**src/tpd_ram.sv**
```systemverilog
// Simple dual-read, single-write RAM, registered read data.
module tpd_ram
    #(
        parameter int ADDR_W = 8,
        parameter int DATA_W = 8
    )
    (
        input  logic              clk,
        input  logic              we,
        input  logic [ADDR_W-1:0] waddr,
        input  logic [DATA_W-1:0] wdata,
        input  logic              re,
        input  logic [ADDR_W-1:0] raddr0,
        input  logic [ADDR_W-1:0] raddr1,
        output logic [DATA_W-1:0] rdata0,
        output logic [DATA_W-1:0] rdata1
    );

    logic [DATA_W-1:0] mem [0:(1 << ADDR_W)-1];
    logic [DATA_W-1:0] rdata0_reg;
    logic [DATA_W-1:0] rdata1_reg;

    always_ff @(posedge clk)
    begin
        if (we)
        begin
            mem[waddr] <= wdata;
        end
        if (re)
        begin
            rdata0_reg <= mem[raddr0];
            rdata1_reg <= mem[raddr1];
        end
    end

    assign rdata0 = rdata0_reg;
    assign rdata1 = rdata1_reg;

endmodule

```
**config.mk**
```make
export PLATFORM = sky130hd
export DESIGN_NAME = tpd_ram
export DESIGN_NICKNAME = d
export VERILOG_FILES = /design/src/tpd_ram.sv
export SDC_FILE = /design/constraint.sdc
export NUM_CORES = 2
export LEC_CHECK = 0
export ABC_CLOCK_PERIOD_IN_PS = 2790
export CORE_ASPECT_RATIO = 0.9
export CORE_MARGIN = 8
export CORE_UTILIZATION = 35
export CTS_BUF_LIST = sky130_fd_sc_hd__clkbuf_4 sky130_fd_sc_hd__clkbuf_8
export CTS_CLUSTER_DIAMETER = 120
export CTS_CLUSTER_SIZE = 24
export DETAILED_ROUTE_END_ITERATION = 8
export DONT_BUFFER_PORTS = 1
export GPL_ROUTABILITY_DRIVEN = 0
export SKIP_LAST_GASP = 1
export SYNTH_ARGS = -nofsm -noshare
export SYNTH_HDL_FRONTEND = slang
export SYNTH_SLANG_ARGS = --single-unit
```
**constraint.sdc**
```tcl
create_clock -name clk -period 2.79 [get_ports clk]
set_clock_uncertainty 0.05 [all_clocks]
set_input_delay 0.4185 -clock clk [delete_from_list [all_inputs] [get_ports clk]]
set_output_delay 0.4185 -clock clk [all_outputs]
set_load 0.02 [all_outputs]
```
======== Yosys cells after proc, flatten, opt, wreduce, memory -nomap -nowiden ========
Memory sizes are Yosys's and may differ from the RTL's. A register that Yosys moved wholly into a read port is not among the register bits.
Index checks and enable logic that the tools add are counted.
word-level totals
  flip-flop bits (word level) ............. 0
  memory bits (writable) .................. 2,048
  input port bits ......................... 35
  output and inout bits ................... 16
  word-level logic and storage cells ...... 3
  memories ................................ 1
cells by class
  mux-type cells .......................... 2
memories
  memory  depth  bits a word  rd ports  clocked after memory_dff  wr ports  RTL line  RTL
  mem     256    8            2         2                         1         19        logic [DATA_W-1:0] mem [0:(1 << ADDR_W)-1];
operators by type and width
  cell    number
  $mux 1  2

======== Longest topological paths before layout ========
  depth in word-level cells ............... 2
  gate-level depth with buffers ........... 12
  gate-level depth less buffers ........... 6

======== Worst setup path before layout ========
OpenSTA, ideal clock, no wires.
  kind .................................... input port to flip-flop
  from .................................... input port raddr1[0]
  to ...................................... register rdata1_reg[0] (netlist: rdata1[0]) (read register of mem) (data pin)
  setup time .............................. 277 ps
  arrival ................................. 2,320 ps
  slack ................................... 144 ps
  stages on the path ...................... 9
  path through ............................ buf_4 buf_6 buf_2 mux4_2 mux4_2 nand2_1 a21oi_1 a21oi_1 a221oi_2
RTL lines
  what             RTL line  RTL
  start, declared  14        input logic [ADDR_W-1:0] raddr1,
  end, declared    21        logic [DATA_W-1:0] rdata1_reg;

==> results.cfg <==
[cts]
cts_tree = done
cts_max_path_buffers = 3
path_clk_slew_ns = 0.14
insertion_delay_ns = 0.99
cts_max_level = 3
cts_buffers = 96
cts_num_sinks = 2064
root_buffer = clkbuf_8

[yosys]
synthArstFlopShare = 0
postSynthCellCount = 4847
yosysMostFrequentCell = edfxtp_1
netlist_area_um2 = 97100
syn_nets = 4882
synth-seq-area-share = 0.638
synth_warnings = 0
avgSynthCellArea_um2 = 20.0
synth_top_area_frac = 0.638
synth.area.top_cells = edfxtp_1 64%, mux4_2 24%, mux2i_1 2.4%
ys_ff_latch = 2064
synth_top_area_cell = edfxtp_1
synth_cell_type_count = 64
synth-main-ff-cell = edfxtp_1
synthTopCellsByCount = 2064 x edfxtp_1, 1051 x mux4_2, 298 x nor2_1, 236 x mux2i_1, 137 x clkbuf_1
synth-edff-count = 2064

[detailed_routing]
totalWireLength_um = 321000
highest_layer = met5
wl_met2_um = 144000
drtIter0Drc = 8718
avgRoutedWirePerCell_um = 35.5
met1Wirelength_um = 128000
drt-pass1-iter-count = 5
viasPerCell = 6.19
dr_wl_met3_um = 36800
vias = 55900
route.detailed.drc = 0
final_antenna_net_count = 0

[timing]
setup_violations = 8
tightest_slew_ns = 2.01
min_period_over_period = 1.20
max_freq_ghz = 0.300
min_period_ns = 3.33
slew_viol_final = 283
rsz0062_at_grt = true
max_slew_margin = -0.339
final_hold_viol_count = 747
setup_slack_ns = -0.544
holdWs_ns = -0.408

[min_path]
hold-path-cell-count = 0
min_path_type = input port to flop

[worst_setup_path]
cp_data_required_time_ns = 3.53
endpoint_kind = flop
critPathArrivalTime_ns = 4.08
critPathKind = input port to flop
critPathLaunchType = input port
reg2regPathDepth = 6
worstPathMaxFanout = 493

[final_layout]
area_delta_synth_final_pct = 10.4
post-route-cell-area_um2 = 107000
fill_cells = 24900
drive_gt1_frac = 0.369
largest_reg_flops = 2048
post-route-util = 0.388
layout.nets = 5344

[global_routing]
grt_pass1_vias = 55400
grt_use_total = 0.210
grt.overflow.total = 0
grt_max_degree = 534
antenna_found_initial = 17
grt_pass1_wl_um = 441000

[place]
placed_area_um2 = 105000
dp_hpwl_um = 196000
portBuffers = 0

[die]
ioPinCount = 51
die_area_um2 = 295000
std_cell_rows = 183
initial_core_util = 0.352
core_region_area_um2 = 276000
die_y_um = 516
die_w_um = 571

[power]
p_leak_nw = 33.3
powerDensity_nw_per_um2 = 487
total_power_mw = 52.2
peakVddDrop_v = 0.000350

[status]
outcome = complete, but fails checks
violations = hold timing, slew limit, setup timing

[job]
maxCapViolCount = 0
## what timing repair did
| item | in CTS | in global routing |
|---|---|---|
| endpoints found under the setup margin | 5 | 8 |
| hold buffers | 19 | 6 |
| hold endpoints to repair | 2234 | 1783 |
| gates cloned | 0 | 8 |
| resized for setup | 6 | 5 |
| buffers inserted | 0 | 0 |
## cell families (layout without fill, tap and decap cells)
group           count (synthesis)  in the layout  synth area share
other cells                     0              8                 0
compound gates                466            466            0.0353
simple gates                  591            591            0.0269
mux                          1325           1325             0.272
buf+inv                       401            871            0.0273
flops                        2064           2064             0.638
## power breakdown
part	internal [mW]	total (mW)	switching, mW
sequential	34.2	34.4	0.160
combinational	2.59	5.24	2.65
clock	3.27	12.6	9.33
## worst max-delay path, cell delays in order
cell	delay (ns)
nand2b_2	0.73
buf_12	0.19
o221ai_1	0.20
buf_4	0.16
o22ai_1	0.08
buf_4	0.15
o31ai_1	0.95
a211oi_1	0.12
nor4_1	0.28
## through the flow
step / hold slack, ns / setup WS, ns / instances / TNS [ns]
after CTS: -0.512 / -0.0301 / 8999 / -0.0301
after detailed placement: 0.506 / -1.04 / 8874 / -11.00
after global routing: -0.498 / -0.00327 / 9021 / -0.00327
final: -0.408 / -0.544 / 9025 / -2.26
after floorplan: 0.467 / 0.144 / 4847 / 0
after global placement: 0.508 / -1.15 / 8874 / -12.30
## routing by layer
metal	global-route usage	up-vias
met5	0	-
met4	0.0644	4
met3	0.0546	460
met2	0.319	3281
met1	0.296	30400
li1	-	21700
## worst paths after layout
kind,start,end,slack [ns]
max,raddr0[1],rdata0[4],-0.54
min,wdata[7],mem[96][7],-0.41
max reg2reg,mem[243][4],rdata0[4],-0.04
min reg2reg,mem[184][4],rdata1[4],1.16
## cell type report
type / count / area, µm² / share of cell area
Tap cell: 3700 / 4630 / 0.0432
Sequential cell: 2064 / 62000 / 0.578
Clock buffer: 100 / 1380 / 0.0128
Inverter: 6 / 26.3 / 0.000245
Antenna cell: 8 / 20.0 / 0.000187
Clock inverter: 6 / 48.8 / 0.000455
Timing Repair Buffer: 759 / 6610 / 0.0616
Multi-Input combinational cell: 2382 / 32600 / 0.304
## placed cells by master (no fill, tap or decap), drive strengths merged, types with 21 or more instances in the layout
| cell type | count |
|---|---|
| nor2 | 299 |
| a21oi | 79 |
| o22ai | 48 |
| mux2 | 38 |
| mux4 | 1051 |
| a211oi | 28 |
| o221ai | 67 |
| nand3 | 52 |
| nor2b | 27 |
| o21ai | 37 |
| a22o | 22 |
| edfxtp | 2064 |
| a22oi | 62 |
| nor3 | 21 |
| nand2 | 114 |
| a221oi | 37 |
| clkbuf | 107 |
| mux2i | 236 |
| buf | 732 |
(Power assumes the default switching activity.)
