===== config.mk =====
export PLATFORM = sky130hd
export DESIGN_NAME = tpd_ctrl
export DESIGN_NICKNAME = d
export VERILOG_FILES = /design/src/tpd_pkg.sv /design/src/tpd_alu.sv /design/src/tpd_ctrl.sv
export SDC_FILE = /design/constraint.sdc
export NUM_CORES = 1
export LEC_CHECK = 0
export ABC_AREA = 1
export BUFFER_PORTS_ARGS = -buffer_cell sky130_fd_sc_hd__buf_2
export CAP_MARGIN = 20
export CORE_MARGIN = 3
export CORE_UTILIZATION = 50
export DETAILED_ROUTE_END_ITERATION = 12
export GPL_TIMING_DRIVEN = 0
export PLACE_DENSITY_LB_ADDON = 0.1
export SETUP_SLACK_MARGIN = 0.05
export SLEW_MARGIN = 5
export SYNTH_ARGS = -nofsm -noshare
export SYNTH_HDL_FRONTEND = slang
export SYNTH_SLANG_ARGS = --single-unit

===== constraint.sdc =====
create_clock -name clk -period 9.65 [get_ports clk]
set_input_delay 0.4825 -clock clk [delete_from_list [all_inputs] [get_ports clk]]
set_output_delay 0.4825 -clock clk [all_outputs]
set_load 0.02 [all_outputs]

===== src/tpd_pkg.sv =====
package tpd_pkg;

    // default sizing
    localparam int MAX_NODES_DEF  = 1024;
    localparam int LOG_LEVELS_DEF = 10;

    // field widths
    localparam int TYPE_W = 2;
    localparam int IDX_W  = 10;
    localparam int LEN_W  = 30;
    localparam int DIST_W = 40;
    localparam int PATH_W = 41;
    localparam int STAT_W = 2;

    // request codes
    localparam logic [TYPE_W-1:0] REQ_NEW   = 2'd0;
    localparam logic [TYPE_W-1:0] REQ_ADD   = 2'd1;
    localparam logic [TYPE_W-1:0] REQ_QUERY = 2'd2;
    localparam logic [TYPE_W-1:0] REQ_SPARE = 2'd3;   // unused, answered as rejected query

    // status codes
    localparam logic [STAT_W-1:0] STAT_QUERY_OK  = 2'd0;
    localparam logic [STAT_W-1:0] STAT_ADD_OK    = 2'd1;
    localparam logic [STAT_W-1:0] STAT_ADD_REJ   = 2'd2;
    localparam logic [STAT_W-1:0] STAT_QUERY_REJ = 2'd3;

    typedef struct packed {
        logic [TYPE_W-1:0] req_type;
        logic [IDX_W-1:0]  parent;
        logic [LEN_W-1:0]  edge_length;
        logic [IDX_W-1:0]  node_a;
        logic [IDX_W-1:0]  node_b;
    } request_t;

    typedef struct packed {
        logic [STAT_W-1:0] status;
        logic [PATH_W-1:0] path_length;
        logic [IDX_W-1:0]  common_ancestor;
    } result_t;

    typedef enum logic [3:0] {
        ST_IDLE,
        ST_CHECK,
        ST_ADD_INFO,
        ST_ADD_LIFT,
        ST_Q_INFO,
        ST_Q_UP,
        ST_Q_UPW,
        ST_Q_EQ,
        ST_Q_CMP,
        ST_Q_PAR,
        ST_Q_DIST
    } ctrl_state_t;

endpackage


===== src/tpd_alu.sv =====
// Shared add / subtract unit for distance sums.
module tpd_alu
    import tpd_pkg::*;
    (
        input  logic [PATH_W-1:0] x,
        input  logic [PATH_W-1:0] y,
        input  logic              sub,
        output logic [PATH_W-1:0] sum
    );

    assign sum = sub ? (x - y) : (x + y);

endmodule


===== src/tpd_ctrl.sv =====
// Sequencer and datapath registers: tree build and LCA walk.
module tpd_ctrl
    import tpd_pkg::*;
    #(
        parameter int MAX_NODES  = MAX_NODES_DEF,
        parameter int LOG_LEVELS = LOG_LEVELS_DEF,
        localparam int NW = $clog2(MAX_NODES),
        localparam int LW = (LOG_LEVELS > 1) ? $clog2(LOG_LEVELS) : 1,
        localparam int IW = NW + DIST_W
    )
    (
        input  logic             clk,
        input  logic             rst_n,
        input  logic             start,
        input  request_t         request,
        output logic             busy,
        output logic             result_valid,
        output result_t          result,
        output logic             anc_we,
        output logic [NW+LW-1:0] anc_waddr,
        output logic [NW-1:0]    anc_wdata,
        output logic             anc_re,
        output logic [NW+LW-1:0] anc_raddr0,
        output logic [NW+LW-1:0] anc_raddr1,
        input  logic [NW-1:0]    anc_rdata0,
        input  logic [NW-1:0]    anc_rdata1,
        output logic             info_we,
        output logic [NW-1:0]    info_waddr,
        output logic [IW-1:0]    info_wdata,
        output logic             info_re,
        output logic [NW-1:0]    info_raddr0,
        output logic [NW-1:0]    info_raddr1,
        input  logic [IW-1:0]    info_rdata0,
        input  logic [IW-1:0]    info_rdata1
    );

    localparam int CW    = $clog2(MAX_NODES + 1);
    localparam int CMP_W = (CW > IDX_W) ? CW : IDX_W;

    ctrl_state_t state_reg, state_next;

    request_t              req_reg, req_next;
    logic [CW-1:0]         cnt_reg, cnt_next;
    logic [NW-1:0]         a_reg, a_next;
    logic [NW-1:0]         b_reg, b_next;
    logic [LW-1:0]         lvl_reg, lvl_next;
    logic [LOG_LEVELS-1:0] diff_reg, diff_next;
    logic [PATH_W-1:0]     acc_reg, acc_next;
    result_t               res_reg, res_next;
    logic                  result_valid_reg, result_valid_next;

    // root rows are never written: flag reads of node 0 and force zero
    logic anc_z0_reg, anc_z1_reg, info_z0_reg, info_z1_reg;

    logic [NW-1:0]     anc_d0, anc_d1;
    logic [IW-1:0]     info_q0, info_q1;
    logic [NW-1:0]     depth_a, depth_b, depth_diff;
    logic [DIST_W-1:0] dist_a, dist_b;
    logic              add_ok, query_ok, lvl_last, lvl_first;
    logic [NW-1:0]     cmp_a, cmp_b;

    logic [PATH_W-1:0] alu_x, alu_y, alu_sum;
    logic              alu_sub;

    tpd_alu u_alu
    (
        .x   (alu_x),
        .y   (alu_y),
        .sub (alu_sub),
        .sum (alu_sum)
    );

    assign anc_d0  = anc_z0_reg  ? '0 : anc_rdata0;
    assign anc_d1  = anc_z1_reg  ? '0 : anc_rdata1;
    assign info_q0 = info_z0_reg ? '0 : info_rdata0;
    assign info_q1 = info_z1_reg ? '0 : info_rdata1;

    assign depth_a = info_q0[IW-1:DIST_W];
    assign depth_b = info_q1[IW-1:DIST_W];
    assign dist_a  = info_q0[DIST_W-1:0];
    assign dist_b  = info_q1[DIST_W-1:0];
    assign depth_diff = (depth_a >= depth_b) ? (depth_a - depth_b) : (depth_b - depth_a);

    assign add_ok = (cnt_reg < CW'(MAX_NODES))
                 && (CMP_W'(req_reg.parent) < CMP_W'(cnt_reg));
    assign query_ok = (CMP_W'(req_reg.node_a) < CMP_W'(cnt_reg))
                   && (CMP_W'(req_reg.node_b) < CMP_W'(cnt_reg));

    assign lvl_last  = (lvl_reg == LW'(LOG_LEVELS - 1));
    assign lvl_first = (lvl_reg == '0);

    // second pass: both jump only where the ancestors still differ
    assign cmp_a = (anc_d0 != anc_d1) ? anc_d0 : a_reg;
    assign cmp_b = (anc_d0 != anc_d1) ? anc_d1 : b_reg;

    assign busy         = (state_reg != ST_IDLE);
    assign result_valid = result_valid_reg;
    assign result       = res_reg;

    // next state
    always_comb
    begin
        state_next = state_reg;
        case (state_reg)
            ST_IDLE:
            begin
                if (start)
                begin
                    state_next = ST_CHECK;
                end
            end
            ST_CHECK:
            begin
                case (req_reg.req_type)
                    REQ_NEW:   state_next = ST_IDLE;
                    REQ_ADD:   state_next = add_ok ? ST_ADD_INFO : ST_IDLE;
                    REQ_QUERY: state_next = query_ok ? ST_Q_INFO : ST_IDLE;
                    default:   state_next = ST_IDLE;
                endcase
            end
            ST_ADD_INFO:
            begin
                state_next = (LOG_LEVELS == 1) ? ST_IDLE : ST_ADD_LIFT;
            end
            ST_ADD_LIFT:
            begin
                if (lvl_last)
                begin
                    state_next = ST_IDLE;
                end
            end
            ST_Q_INFO:
            begin
                state_next = ST_Q_UP;
            end
            ST_Q_UP:
            begin
                if (diff_reg[lvl_reg])
                begin
                    state_next = ST_Q_UPW;
                end
                else if (lvl_last)
                begin
                    state_next = ST_Q_EQ;
                end
            end
            ST_Q_UPW:
            begin
                state_next = lvl_last ? ST_Q_EQ : ST_Q_UP;
            end
            ST_Q_EQ:
            begin
                state_next = (a_reg == b_reg) ? ST_Q_DIST : ST_Q_CMP;
            end
            ST_Q_CMP:
            begin
                if (lvl_first)
                begin
                    state_next = ST_Q_PAR;
                end
            end
            ST_Q_PAR:
            begin
                state_next = ST_Q_DIST;
            end
            ST_Q_DIST:
            begin
                state_next = ST_IDLE;
            end
            default:
            begin
                state_next = ST_IDLE;
            end
        endcase
    end

    // datapath and memory control
    always_comb
    begin
        req_next          = req_reg;
        cnt_next          = cnt_reg;
        a_next            = a_reg;
        b_next            = b_reg;
        lvl_next          = lvl_reg;
        diff_next         = diff_reg;
        acc_next          = acc_reg;
        res_next          = res_reg;
        result_valid_next = 1'b0;

        anc_we      = 1'b0;
        anc_waddr   = '0;
        anc_wdata   = '0;
        anc_re      = 1'b0;
        anc_raddr0  = '0;
        anc_raddr1  = '0;
        info_we     = 1'b0;
        info_waddr  = '0;
        info_wdata  = '0;
        info_re     = 1'b0;
        info_raddr0 = '0;
        info_raddr1 = '0;

        alu_x   = '0;
        alu_y   = '0;
        alu_sub = 1'b0;

        case (state_reg)
            ST_IDLE:
            begin
                if (start)
                begin
                    req_next = request;
                end
            end
            ST_CHECK:
            begin
                case (req_reg.req_type)
                    REQ_NEW:
                    begin
                        cnt_next          = CW'(1);
                        result_valid_next = 1'b1;
                        res_next          = '{STAT_ADD_OK, '0, '0};
                    end
                    REQ_ADD:
                    begin
                        if (add_ok)
                        begin
                            info_re     = 1'b1;
                            info_raddr0 = NW'(req_reg.parent);
                            anc_re      = 1'b1;
                            anc_raddr0  = {NW'(req_reg.parent), LW'(0)};
                            anc_we      = 1'b1;
                            anc_waddr   = {NW'(cnt_reg), LW'(0)};
                            anc_wdata   = NW'(req_reg.parent);
                            lvl_next    = LW'(1);
                        end
                        else
                        begin
                            result_valid_next = 1'b1;
                            res_next          = '{STAT_ADD_REJ, '0, '0};
                        end
                    end
                    REQ_QUERY:
                    begin
                        if (query_ok)
                        begin
                            info_re     = 1'b1;
                            info_raddr0 = NW'(req_reg.node_a);
                            info_raddr1 = NW'(req_reg.node_b);
                            a_next      = NW'(req_reg.node_a);
                            b_next      = NW'(req_reg.node_b);
                        end
                        else
                        begin
                            result_valid_next = 1'b1;
                            res_next          = '{STAT_QUERY_REJ, '0, '0};
                        end
                    end
                    default:
                    begin
                        result_valid_next = 1'b1;
                        res_next          = '{STAT_QUERY_REJ, '0, '0};
                    end
                endcase
            end
            ST_ADD_INFO:
            begin
                // parent depth / distance are on read port 0
                alu_x      = PATH_W'(dist_a);
                alu_y      = PATH_W'(req_reg.edge_length);
                info_we    = 1'b1;
                info_waddr = NW'(cnt_reg);
                info_wdata = {depth_a + NW'(1), alu_sum[DIST_W-1:0]};
                if (LOG_LEVELS == 1)
                begin
                    cnt_next          = cnt_reg + CW'(1);
                    result_valid_next = 1'b1;
                    res_next          = '{STAT_ADD_OK, '0, '0};
                end
            end
            ST_ADD_LIFT:
            begin
                // anc_d0 is this level's ancestor, read from the row one level below
                anc_we    = 1'b1;
                anc_waddr = {NW'(cnt_reg), lvl_reg};
                anc_wdata = anc_d0;
                if (lvl_last)
                begin
                    cnt_next          = cnt_reg + CW'(1);
                    result_valid_next = 1'b1;
                    res_next          = '{STAT_ADD_OK, '0, '0};
                end
                else
                begin
                    anc_re     = 1'b1;
                    anc_raddr0 = {anc_d0, lvl_reg};
                    lvl_next   = lvl_reg + LW'(1);
                end
            end
            ST_Q_INFO:
            begin
                alu_x     = PATH_W'(dist_a);
                alu_y     = PATH_W'(dist_b);
                acc_next  = alu_sum;
                diff_next = LOG_LEVELS'(depth_diff);
                lvl_next  = '0;
                if (depth_a < depth_b)
                begin
                    a_next = b_reg;
                    b_next = a_reg;
                end
            end
            ST_Q_UP:
            begin
                if (diff_reg[lvl_reg])
                begin
                    anc_re     = 1'b1;
                    anc_raddr0 = {a_reg, lvl_reg};
                end
                else if (!lvl_last)
                begin
                    lvl_next = lvl_reg + LW'(1);
                end
            end
            ST_Q_UPW:
            begin
                a_next = anc_d0;
                if (!lvl_last)
                begin
                    lvl_next = lvl_reg + LW'(1);
                end
            end
            ST_Q_EQ:
            begin
                if (a_reg == b_reg)
                begin
                    info_re     = 1'b1;
                    info_raddr0 = a_reg;
                end
                else
                begin
                    lvl_next   = LW'(LOG_LEVELS - 1);
                    anc_re     = 1'b1;
                    anc_raddr0 = {a_reg, LW'(LOG_LEVELS - 1)};
                    anc_raddr1 = {b_reg, LW'(LOG_LEVELS - 1)};
                end
            end
            ST_Q_CMP:
            begin
                a_next = cmp_a;
                b_next = cmp_b;
                anc_re = 1'b1;
                if (lvl_first)
                begin
                    anc_raddr0 = {cmp_a, LW'(0)};
                end
                else
                begin
                    lvl_next   = lvl_reg - LW'(1);
                    anc_raddr0 = {cmp_a, lvl_reg - LW'(1)};
                    anc_raddr1 = {cmp_b, lvl_reg - LW'(1)};
                end
            end
            ST_Q_PAR:
            begin
                a_next      = anc_d0;
                info_re     = 1'b1;
                info_raddr0 = anc_d0;
            end
            ST_Q_DIST:
            begin
                alu_x             = acc_reg;
                alu_y             = {dist_a, 1'b0};
                alu_sub           = 1'b1;
                result_valid_next = 1'b1;
                res_next          = '{STAT_QUERY_OK, alu_sum, IDX_W'(a_reg)};
            end
            default:
            begin
            end
        endcase
    end

    always_ff @(posedge clk or negedge rst_n)
    begin
        if (!rst_n)
        begin
            state_reg        <= ST_IDLE;
            cnt_reg          <= CW'(1);
            lvl_reg          <= '0;
            result_valid_reg <= 1'b0;
        end
        else
        begin
            state_reg        <= state_next;
            cnt_reg          <= cnt_next;
            lvl_reg          <= lvl_next;
            result_valid_reg <= result_valid_next;
        end
    end

    always_ff @(posedge clk)
    begin
        req_reg  <= req_next;
        a_reg    <= a_next;
        b_reg    <= b_next;
        diff_reg <= diff_next;
        acc_reg  <= acc_next;
        res_reg  <= res_next;
        if (anc_re)
        begin
            anc_z0_reg <= (anc_raddr0[NW+LW-1:LW] == '0);
            anc_z1_reg <= (anc_raddr1[NW+LW-1:LW] == '0);
        end
        if (info_re)
        begin
            info_z0_reg <= (info_raddr0 == '0);
            info_z1_reg <= (info_raddr1 == '0);
        end
    end

    a_single_strobe: assert property (@(posedge clk) disable iff (!rst_n)
        result_valid_reg |=> !result_valid_reg)
        else $error("result strobe longer than one cycle");

    a_strobe_idle: assert property (@(posedge clk) disable iff (!rst_n)
        result_valid_reg |-> (state_reg == ST_IDLE))
        else $error("result shown while sequencer busy");

    a_count_range: assert property (@(posedge clk) disable iff (!rst_n)
        (cnt_reg != '0) && (cnt_reg <= CW'(MAX_NODES)))
        else $error("node count out of range");

    a_lca_known: assert property (@(posedge clk) disable iff (!rst_n)
        (state_reg == ST_Q_DIST) |-> (CW'(a_reg) < cnt_reg))
        else $error("common ancestor is not a known node");

endmodule


# Word level (Yosys, flattened, before mapping)
# Index checks and enable logic that the tools add are counted.
[word_totals]
out_inout_bits = 191
regBits = 210
[op_classes]
n_reduce_logical = 25
magnitude_cmp = 7
mux = 89
eq_ne = 30
addsub = 8
[op_table]
columns = ["op", "count"]
rows = [
  ["case mux 53 bit (3 select lines)", 2],
  ["2-to-1 mux 10 bit", 19],
  ["2-to-1 mux 53 bit", 3],
  ["2-to-1 mux 50 bit", 3],
  ["2-to-1 mux 14 bit", 9],
  ["case mux 41 bit (3 select lines)", 1],
  ["case mux 41 bit (2 select lines)", 1],
  ["case mux 14 bit (5 select lines)", 1],
  ["case mux 10 bit (3 select lines)", 2],
  ["case mux 14 bit (2 select lines)", 2],
  ["2-to-1 mux 4 bit", 12],
  ["adder 41 bit", 1],
  ["2-to-1 mux 41 bit", 1],
  ["subtractor 41 bit", 1],
  ["logical NOT 10 bit", 4],
  ["case mux 10 bit (2 select lines)", 2],
  ["case mux 10 bit (4 select lines)", 1],
  ["case mux 4 bit (10 select lines)", 1],
  ["less-than comparator 10 x 11 -> 1 bit", 3],
  ["case mux 4 bit (6 select lines)", 1],
  ["2-to-1 mux 11 bit", 2],
  ["case mux 11 bit (2 select lines)", 1],
  ["!= test 2 bit (second input constant)", 10],
  ["subtractor 10 bit", 2],
  ["38 further kinds", 74],
]

# Depth between registers and ports, before layout
[logic_depth]
word_depth = 6
ltp_mapped = 30

# Cells and area by module
# From an unflattened synthesis, not the netlist that was laid out.
[hier_totals]
cells_unflattened = 2579
hier_area_um2 = 17929.7
[modules_own_cells]
columns = ["module", "cells_per_inst", "area_per_inst_um2", "instances"]
rows = [
  ["tpd_ctrl", 1656, 13335.3, 1],
  ["tpd_alu", 923, 4594.4, 1],
]

# Worst setup path before layout
# No wires, ideal clock.
[synth_path]
kind = "flip-flop to flip-flop"
from = "reg cnt_reg[3]"
to = "reg res_reg (netlist bit result[0]), enable pin"
arrival_ns = 6.605
path_stages_with_launch = 12
synth_period_minus_slack_ns = 7.200
path_buffers = 1
path_slack_ns = 2.450
setup_ns = 0.595
path_cell_list = "dfrtp_1 > clkinv_1 > ha_1 > nand2_1 > nor2_1 > nand2_1 > a21oi_1 > nor2_1 > nand2_1 > nor2_1 > buf_2 > nor4_1"
[synth_between]
elab_chain_cells = 4
word_cells_on_any_way = 9
classes_between = "order compare: 4; eq/ne: 2; reduce/logical: 3"
[synth_lines]
columns = ["item", "line_no", "text"]
rows = [
  ["start: declaration", "tpd_ctrl.sv:43", "logic [CW-1:0] cnt_reg, cnt_next;"],
  ["start signal: assignment", "tpd_ctrl.sv:396", "cnt_reg <= cnt_next;"],
  ["less-than comparator 10 x 11 -> 1 bit (tied with other cells)", "tpd_ctrl.sv:86", "assign query_ok = (CMP_W'(req_reg.node_a) < CMP_W'(cnt_reg))"],
  ["logical AND 1 bit (on tied branches)", "tpd_ctrl.sv:87, tpd_ctrl.sv:85", ""],
  ["!= test 3 bit (no source line)", "--", ""],
  ["AND reduction 4 bit (no source line) (*)", "--", ""],
  ["end signal: assignment", "tpd_ctrl.sv:409", "res_reg <= res_next;"],
  ["end: declaration", "tpd_ctrl.sv:49", "result_t res_reg, res_next;"],
]
# Mark *: on every way between the ends. The rest lies on a longest branch, timed or not.
# A chain may end at the register's enable or synchronous reset.

# Worst setup path in the final report
[layout_path]
from = "reg state_reg[1]"
to = "out info_wdata[18]"
[layout_between]
elab_chain_cells = 6
word_cells_on_any_way = 11
classes_between = "add/sub: 2; eq/ne: 3; mux: 5; reduce/logical: 1"
[layout_lines]
columns = ["item", "line_no", "text"]
rows = [
  ["start: declaration", "tpd_ctrl.sv:40", "ctrl_state_t state_reg, state_next;"],
  ["start signal: assignment", "tpd_ctrl.sv:395", "state_reg <= state_next;"],
  ["== test 4 x 3 -> 1 bit or == test 4 x 2 -> 1 bit (tied branches)", "tpd_ctrl.sv:207", "case (state_reg)"],
  ["OR reduction 2 bit (no source line)", "--", ""],
  ["case mux 41 bit (2 select lines)", "tpd_ctrl.sv:207", ""],
  ["adder 41 bit or subtractor 41 bit (tied branches)", "tpd_alu.sv:11", "assign sum = sub ? (x - y) : (x + y);"],
  ["2-to-1 mux 41 bit (*)", "tpd_alu.sv:11", ""],
  ["named net alu_sum[18]", "tpd_ctrl.sv:62", "logic [PATH_W-1:0] alu_x, alu_y, alu_sum;"],
  ["2-to-1 mux 50 bit (*)", "tpd_ctrl.sv:207", ""],
  ["end: declaration", "tpd_ctrl.sv:29", "output logic [IW-1:0] info_wdata,"],
]
# Mark *: on every way through the listed nets, which the timed path passes. The rest lies on a longest branch.

==> results_dict.tcl <==
set metrics [dict create \
    setup_violations 0 \
    grt_pass1_vias 17550 \
    leakage_nw 10.53 \
    avgSynthCellArea_sq_um 7.216 \
    yosysSeqAreaShare 0.3577 \
    cp_slowest_stage_delay_ps 580 \
    core_area_sq_mm 0.03387 \
    slew_viol_final 0 \
    area_delta_synth_final_pct 19.75 \
    min_period_ps 6598 \
    slowest_stage "o21ai_0" \
    grt_pass1_wl_microns 102700 \
    largest_reg_flops 62 \
    finClkSkew_ps 33.62 \
    path_cells "inv_1 -> nand2_1 -> nor2_2 -> buf_6 -> nor2_1 -> clkinv_1 -> clkbuf_1 -> a32oi_1 -> ha_1 -> inv_1 -> fa_1 -> nand2_1 -> o21ai_0 -> nand3_1 -> nand2_1 -> nand2_1 -> nand2_1 -> nand2_1 -> nand2_1 -> xor2_1 -> inv_1 -> nor2_1 -> buf_2" \
    post-dp-hpwl_microns 57910 \
    path_class "flop to primary output" \
    clkSinkCount 210 \
    drc 0 \
    fin_crit_sh 0.6838 \
    fin_nets 3102 \
    vdd_drop_max_mv 0.2156 \
    run_status "complete, no violations" \
    path_clk_slew_ps 60 \
    power.switching_mw 4.158 \
    htreeDepth 1 \
    synth-seq-cells 210 \
    placed_cell_area_sq_mm 0.01989 \
    syn-num-nets 2689 \
    pwr-share-comb 0.647 \
    grt_max_degree 61 \
    num-fill-cells 3207 \
    tns_ps 0 \
    path_buf_inv 7 \
    p_clk_frac 0.131 \
    yosysWarningCount 0 \
    drtAntennaViolNets 0 \
    antenna_found_initial 12 \
    seq_area_sq_mm 0.006207 \
    critPathArrivalTime_ps 6120 \
    via_per_inst 5.746 \
    fp-row-count 67 \
    io-pin-count 376 \
    end_kind "primary output" \
    dr.pass1.iters 6 \
    multiInputGateArea_sq_mm 0.009547 \
    gr-usage-all-layers 0.3687 \
    hold_class "input port to flop" \
    final_layout_size_suffix_gt1_frac 0.1942 \
    drv_cap 0 \
    portBuffers 375 \
    initial_core_util 0.5124 \
    grt_overflow_total 0 \
    swShare 0.5437 \
    path_delay_family "buffers and inverters" \
    cts_tree "yes" \
    cts_made_buffers 25 \
    synth-edff-count 190 \
    vias 18930 \
    finalHoldViolCount 0 \
    die_y_microns 192.3 \
    crit_required_ps 9170 \
    fmax_ghz 0.1516 \
    drtIter0Drc 2212 \
    yosysUniqueCellTypes 62 \
    dieWidth_microns 192.3 \
    critPathMaxFanout 60 \
    rsz0062_at_grt "no" \
    clock_latency_ps 580 \
    pwr-share-seq 0.222 \
    cts.root.buffer_cell "clkbuf_16" \
    p_int_mw 3.490 \
    startpoint_type "flop" \
    cpMostUsedCell "nand2_1" \
    fin_area_sq_mm 0.02078 \
    synth_area_sq_mm 0.01735 \
    worstSetupPathDepth 23 \
    tightestPinTransition_ps 1094 \
    die_area_sq_mm 0.03698 \
    clockBufferDepth 3 \
    wirelength_microns 70380 \
    synth_top_flop_cell "edfxtp_1" \
    async_flop_share 0.09524 \
    slew-limit-headroom 0.2708 \
    power_mw 7.648 \
    r2r_cells 22 \
    powerDensity_mw_per_mm2 368.0 \
    gp_congestion 1.048 \
    min_delay_path_depth 1 \
    wire_per_inst_microns 21.37 \
    syn-instance-count 2405 \
    post_cts_buffers 0 \
]
area by class of cell:
type,count,share of cell area
inverter,327,0.05918
clock inverter,16,0.009995
multi-input combinational,1794,0.4594
tap,448,0.02697
timing repair buffer,386,0.09519
buffer,74,0.01848
clock buffer,30,0.03101
sequential,210,0.2987
antenna,9,0.001084
synthesized netlist by cell type, types with 10 or more instances:
cell type,count,share of area
o2111ai_1,11,0.0056
nand3_1,141,0.041
o21ai_0,125,0.036
xor2_1,60,0.030
nor3_1,24,0.0069
a21oi_1,100,0.029
edfxtp_1,190,0.33
a21o_1,10,0.0043
nand4_1,39,0.014
clkbuf_1,44,0.0095
inv_2,13,0.0028
xnor2_1,21,0.011
inv_1,309,0.067
a31oi_1,15,0.0054
a22o_1,22,0.011
nor4_1,10,0.0036
nor2_1,382,0.083
o211ai_1,11,0.0048
ha_1,96,0.069
nor2_4,13,0.0084
dfrtp_1,19,0.027
o21ai_1,16,0.0046
nand2_1,576,0.12
nand2_2,17,0.0061
buf_2,13,0.0037
nor2_2,24,0.0087
nand3_2,10,0.0058
power by group through the flow:
| stage | Combinational (mW) | Clock (mW) | Sequential, mW |
|---|---|---|---|
| floorplan | 3.04 | 0 | 1.82 |
| global placement | 4.64 | 0 | 1.75 |
| detailed placement | 4.75 | 0 | 1.70 |
| CTS | 4.78 | 1.01 | 1.69 |
| global route | 5.36 | 1.04 | 1.72 |
| finish | 4.95 | 1.00 | 1.70 |
layer usage:
layer	part of all wire	global-route usage	vias up
met2	0.42	0.5505	1194
met5	0.00058	0	-
met4	0.033	0.1208	8
met3	0.13	0.09337	152
met1	0.41	0.5230	8799
li1	-	-	8773
path summary, 6_finish.rpt:
path                              startpoint        endpoint  slack [ps]
worst max register to register  state_reg[1]      result[28]        4110
max in group asynchronous              rst_n      cnt_reg[0]        8880
worst min register to register    cnt_reg[9]      cnt_reg[9]         510
min in group asynchronous              rst_n     cnt_reg[10]         410
worst max-delay path            state_reg[1]  info_wdata[18]        3050
worst min-delay path             request[32]     req_reg[32]          80
cell usage in the layout, fill, tap and decap left out, types with 8 or more instances in the layout:
| cell type | instances |
|---|---|
| nand2_1 | 576 |
| buf_2 | 388 |
| nor2_1 | 381 |
| inv_1 | 309 |
| edfxtp_1 | 190 |
| nand3_1 | 141 |
| o21ai_0 | 125 |
| a21oi_1 | 100 |
| ha_1 | 96 |
| xor2_1 | 60 |
| clkbuf_1 | 49 |
| nand4_1 | 39 |
| clkbuf_16 | 25 |
| nor2_2 | 24 |
| nor3_1 | 24 |
| a22o_1 | 22 |
| xnor2_1 | 21 |
| dfrtp_1 | 19 |
| nand2_2 | 17 |
| o21ai_1 | 16 |
| a31oi_1 | 15 |
| nor2_4 | 14 |
| inv_2 | 13 |
| buf_4 | 13 |
| o2111ai_1 | 11 |
| o211ai_1 | 11 |
| nand3_2 | 10 |
| a21o_1 | 10 |
| diode_2 | 9 |
| buf_6 | 9 |
| nor4_1 | 9 |
| nand2_4 | 8 |
| o22ai_1 | 8 |
what timing repair did:
action                                 CTS  global route
endpoints found under the hold margin   19             0
gates resized for setup                  0             0
hold buffers                             1             0
stage by stage:
stage / utilization / worst slack, ps / cells / hold WS [ps]
6_report: 0.6136 / 3052 / 3294 / 76.10
5_1_grt: 0.6135 / 2672 / 3293 / 74.15
4_1_cts: 0.6127 / 3240 / 3284 / 60.70
3_5_place_dp: 0.5873 / 3846 / 3237 / 474.3
3_3_place_gp: 0.5844 / -309.5 / 3228 / 460.7
2_1_floorplan: - / 2450 / 2405 / 186.9
logic make-up after synthesis:
kind of cell | Yosys count | share of synthesized area
buf+inv | 401 | 0.09301
simple gates | 1262 | 0.3156
xor+xnor | 81 | 0.04088
mux | 1 | 0.0005768
flops | 210 | 0.3577
fa+ha+maj | 99 | 0.07267
compound gates | 351 | 0.1195
worst register-to-register path, cell delays in order, from the launching register on:
cell      delay, ps
dfrtp_1         440
inv_1           170
nand2_1         110
nor2_2          270
buf_6           550
nor2_1          260
clkinv_1        280
clkbuf_1        410
a32oi_1         180
ha_1            220
inv_1           140
fa_1            270
nand2_1          80
o21ai_0         580
nand3_1         130
nand2_1         210
nand2_1          80
nand2_1         120
nand2_1          90
nand2_1         120
xor2_1          420
inv_1           150
nor2_1          110
Note: power is estimated with default switching activity, not from simulation.
